[config.mk]
export PLATFORM = sky130hd
export DESIGN_NAME = sobel_ctrl
export DESIGN_NICKNAME = d
export VERILOG_FILES = /design/src/sv/sobel_pkg.sv /design/src/sv/sobel_ctrl.sv
export SDC_FILE = /design/constraint.sdc
export NUM_CORES = 1
export LEC_CHECK = 0
export BUFFER_PORTS_ARGS = -buffer_cell sky130_fd_sc_hd__buf_4
export CAP_MARGIN = 20
export CORE_AREA = 4 4 41 43
export DETAILED_ROUTE_END_ITERATION = 12
export DIE_AREA = 0 0 45 47
export SYNTH_ARGS = -nofsm -noshare
export SYNTH_HDL_FRONTEND = slang
export SYNTH_SLANG_ARGS = --single-unit
[constraint.sdc]
create_clock -name clk -period 3.8 [get_ports clk]
set_clock_uncertainty 0.1 [all_clocks]
set_input_delay 0.76 -clock clk [delete_from_list [all_inputs] [get_ports clk]]
set_output_delay 0.76 -clock clk [all_outputs]
set_load 0.005 [all_outputs]
[src/sv/sobel_pkg.sv]
// Shared constants and controller/datapath interface types for the Sobel edge block.
package sobel_pkg;

  localparam int MAX_ROW_WIDTH = 2048;
  localparam int LINE_AW       = $clog2(MAX_ROW_WIDTH);
  localparam int ROW_W         = 12;
  localparam int GAIN_W        = 16;
  localparam int PIX_W         = 8;
  localparam int ROWCNT_W      = 16;
  localparam int GRAD_W        = 10;
  localparam int RAD_W         = 29;
  localparam int ROOT_W        = 15;
  localparam int PROD_W        = ROOT_W + GAIN_W;
  localparam int CFG_IDX_W     = 1;

  localparam logic [CFG_IDX_W-1:0] CFG_ROW_WIDTH = 1'd0;
  localparam logic [CFG_IDX_W-1:0] CFG_GAIN      = 1'd1;

  localparam logic [ROW_W-1:0]  ROW_WIDTH_RST = 12'd2048;
  localparam logic [GAIN_W-1:0] GAIN_RST      = 16'd256;
  localparam logic [ROW_W-1:0]  ROW_WIDTH_MIN = 12'd3;

  typedef struct packed {
    logic accept;
    logic rd;
    logic upd;
    logic grad;
    logic sqr;
    logic root_step;
    logic mul;
    logic load_out;
    logic clear;
  } ctl_cmd_t;

  typedef struct packed {
    logic clear_done;
    logic emit;
    logic root_last;
    logic out_free;
  } ctl_sts_t;

endpackage

[src/sv/sobel_ctrl.sv]
// Sequencing state machine for the Sobel edge block.
module sobel_ctrl
  import sobel_pkg::*;
(
  input  logic     clk,
  input  logic     rst,
  input  logic     in_valid,
  output logic     in_ready,
  input  ctl_sts_t sts,
  output ctl_cmd_t cmd
);

  localparam logic [3:0] S_CLEAR = 4'd0;
  localparam logic [3:0] S_IDLE  = 4'd1;
  localparam logic [3:0] S_READ  = 4'd2;
  localparam logic [3:0] S_UPD   = 4'd3;
  localparam logic [3:0] S_GRAD  = 4'd4;
  localparam logic [3:0] S_SQR   = 4'd5;
  localparam logic [3:0] S_ROOT  = 4'd6;
  localparam logic [3:0] S_MUL   = 4'd7;
  localparam logic [3:0] S_OUT   = 4'd8;

  logic [3:0] state;
  logic [3:0] state_next;

  always_comb begin
    state_next = state;
    cmd        = '0;
    in_ready   = 1'b0;
    case (state)
      S_CLEAR: begin
        cmd.clear = 1'b1;
        if (sts.clear_done) state_next = S_IDLE;
      end
      S_IDLE: begin
        in_ready = 1'b1;
        if (in_valid) begin
          cmd.accept = 1'b1;
          state_next = S_READ;
        end
      end
      S_READ: begin
        cmd.rd     = 1'b1;
        state_next = S_UPD;
      end
      S_UPD: begin
        cmd.upd    = 1'b1;
        state_next = sts.emit ? S_GRAD : S_IDLE;
      end
      S_GRAD: begin
        cmd.grad   = 1'b1;
        state_next = S_SQR;
      end
      S_SQR: begin
        cmd.sqr    = 1'b1;
        state_next = S_ROOT;
      end
      S_ROOT: begin
        cmd.root_step = 1'b1;
        if (sts.root_last) state_next = S_MUL;
      end
      S_MUL: begin
        cmd.mul    = 1'b1;
        state_next = S_OUT;
      end
      S_OUT: begin
        if (sts.out_free) begin
          cmd.load_out = 1'b1;
          state_next   = S_IDLE;
        end
      end
      default: state_next = S_IDLE;
    endcase
  end

  always_ff @(posedge clk) begin
    if (rst) state <= S_CLEAR;
    else     state <= state_next;
  end

  a_load_when_free: assert property (@(posedge clk) disable iff (rst)
    cmd.load_out |-> sts.out_free)
    else $error("result register overwritten");

  a_ready_idle_only: assert property (@(posedge clk) disable iff (rst)
    in_ready |-> !(cmd.rd || cmd.upd || cmd.root_step || cmd.clear))
    else $error("input ready while busy");

  a_state_legal: assert property (@(posedge clk) disable iff (rst)
    state <= S_OUT)
    else $error("controller state out of range");

endmodule

==> out/results.ini <==
[run_status]
status=complete, no violations

[place]
dp_hpwl_um=618
dpl_cell_area_um2=422
place.port_buffers=16
gp_congestion=0.781
dp_slack_ps=1800

[die]
initial_utilization=0.230
fp-row-count=13
io_pins=17
coreArea_um2=1300
die_h_um=47
dieArea_um2=2120
dieWidth_um=45

[finish]
final_area_um2=444
largest_reg_flops=4
utilization=0.341
final_common_cell=buf_4
diodes=0
nets=69
final_cell_mix=buf_4 (16), nor2_1 (10), nor3_1 (6)
drive_above_1_share=0.367
area_delta_synth_final_pct=48.5
largestRegisters=state (4)
largest-register=state

[route]
drtPass1Iterations=4
drc_errors=0
final_antenna_net_count=0
viasPerCell=4.77
num_vias=358
wl_um=786
drt_iter0_drc=7
drt-wirelength-per-cell_um=10.5

[logic_synthesis]
synth_area_leaders=dfxtp_1 (27%), nor2_1 (13%), nor3_1 (10%)
seq_area_frac_synth=0.268
postSynthCellCount=43
syn_nets=50
yosys_warnings=0
syn_area_um2=299
synthDistinctLibCells=21
synth_area_leader_cell=dfxtp_1
synth_top_area_frac=0.268
ys_seq_elements=4
synth.avg_cell_area_um2=6.95

[cts]
ctsHtreeMaxLevel=1
cts_tree=done
cts_hold_buffers=0
clkSinkCount=4
clock_latency_ps=230
clockRootBuffer=clkbuf_4
cts_setup_buffers=0
clockBufferDepth=2
clkTransAtPathRegs_ps=40
cts.repair.resized=0
cts_buffers=3

[worst_setup_path]
startpoint=state[0]$_SDFFE_PP0P_
cp_slowest_stage_delay_ps=530
endpoint_kind=output port
crit_chain=nand2b_2, nor2_1, and2_1, buf_4
slowest_stage=dfxtp_1
critical_path_class=reg -> out
startpoint_type=flop
required_ps=2940
path_max_fanout=11
cp.arrival_ps=1390
r2r-start=state[3]$_SDFFE_PP0P_

[grt]
first_global_vias=381
grt_max_degree=12
globalRoute.totalOverflow=0
grt_usage=0.0972
antenna_found_initial=0
grt_pass1_wl_um=1500

[power_and_ir_drop]
power_leakage_nw=0.199
powerDensity_nw_per_um2=375
peakVddDrop_mv=0.195

[timing]
maxSlewViolCount=0
worst_slew_pin_slew_ps=369
holdWs_ps=507
finalSetupViolations=0
slew_headroom=0.754
timing.final.ws_setup_ps=1550
setup_tns_ps=0
fin_crit_sh=0.592
finalHoldViolations=0
period_minus_slack_ps=2250
rsz0062_at_grt=no
fmax_mhz=445

[hold_path]
hold_start=state[2]$_SDFFE_PP0P_
min_path_type=reg -> reg

[job]
max_cap_violations=0

==> cell usage after synthesis <==
master     instances
nand2_1            4
o2bb2ai_1          1
a22o_1             1
o22ai_2            1
and3_1             1
nor2b_1            1
o21a_1             1
nor3_1             6
nand2b_1           1
and2_1             1
nor2_1            10
nand2b_2           1
a21oi_1            2
dfxtp_1            4
a2bb2oi_1          1
a31oi_1            1
or2_4              1
o211ai_1           1
inv_1              2
buf_2              1
buf_6              1
==> metrics by stage <==
stage               std cells  power [mW]
floorplan                  43      0.0913
global placement           72       0.118
detailed placement         72       0.117
CTS                        75       0.170
global route               75       0.183
finish                     75       0.167
==> critical path, delay by kind of cell, from the launching register on <==
family	cells	cell delay [ps]
buffers and inverters	1	100
flip-flops	1	530
AND/OR/NAND/NOR	3	530
==> routing by layer <==
metal,vias up,track usage,share of wire
li1,184,-,-
met1,159,0.128,0.51
met2,15,0.136,0.41
met3,0,0.0498,0.076
met4,0,0.0351,0
met5,-,0,0
==> cells by family after synthesis <==
| group | after synthesis | share of synthesized area |
|---|---|---|
| flops | 4 | 0.268 |
| compound gates | 9 | 0.234 |
| simple gates | 26 | 0.418 |
| buf+inv | 4 | 0.0795 |
==> where the power goes <==
group          switching, mW  leakage (nW)  internal [mW]
clock                 0.0148        0.0138         0.0351
combinational         0.0263         0.153         0.0331
sequential            0.0105        0.0326         0.0467
total                 0.0516         0.199          0.115
==> layout make-up <==
class / count / area [um^2]
timing repair buffer: 16 / 120
sequential: 4 / 80.1
inverter: 2 / 7.51
multi-input combinational: 35 / 195
clock buffer: 3 / 22.5
fill: 155 / 857
tap: 15 / 18.8
==> path summary, 6_finish.rpt <==
check / to / slack [ps] / depth (start not counted)
setup / recovery: cmd[8] / 1550 / 4
hold / removal: state[2]$_SDFFE_PP0P_ / 510 / 2
setup reg to reg: state[0]$_SDFFE_PP0P_ / 2430 / 4
hold reg to reg: state[2]$_SDFFE_PP0P_ / 510 / 2
Power figures use the tool's default switching activity.
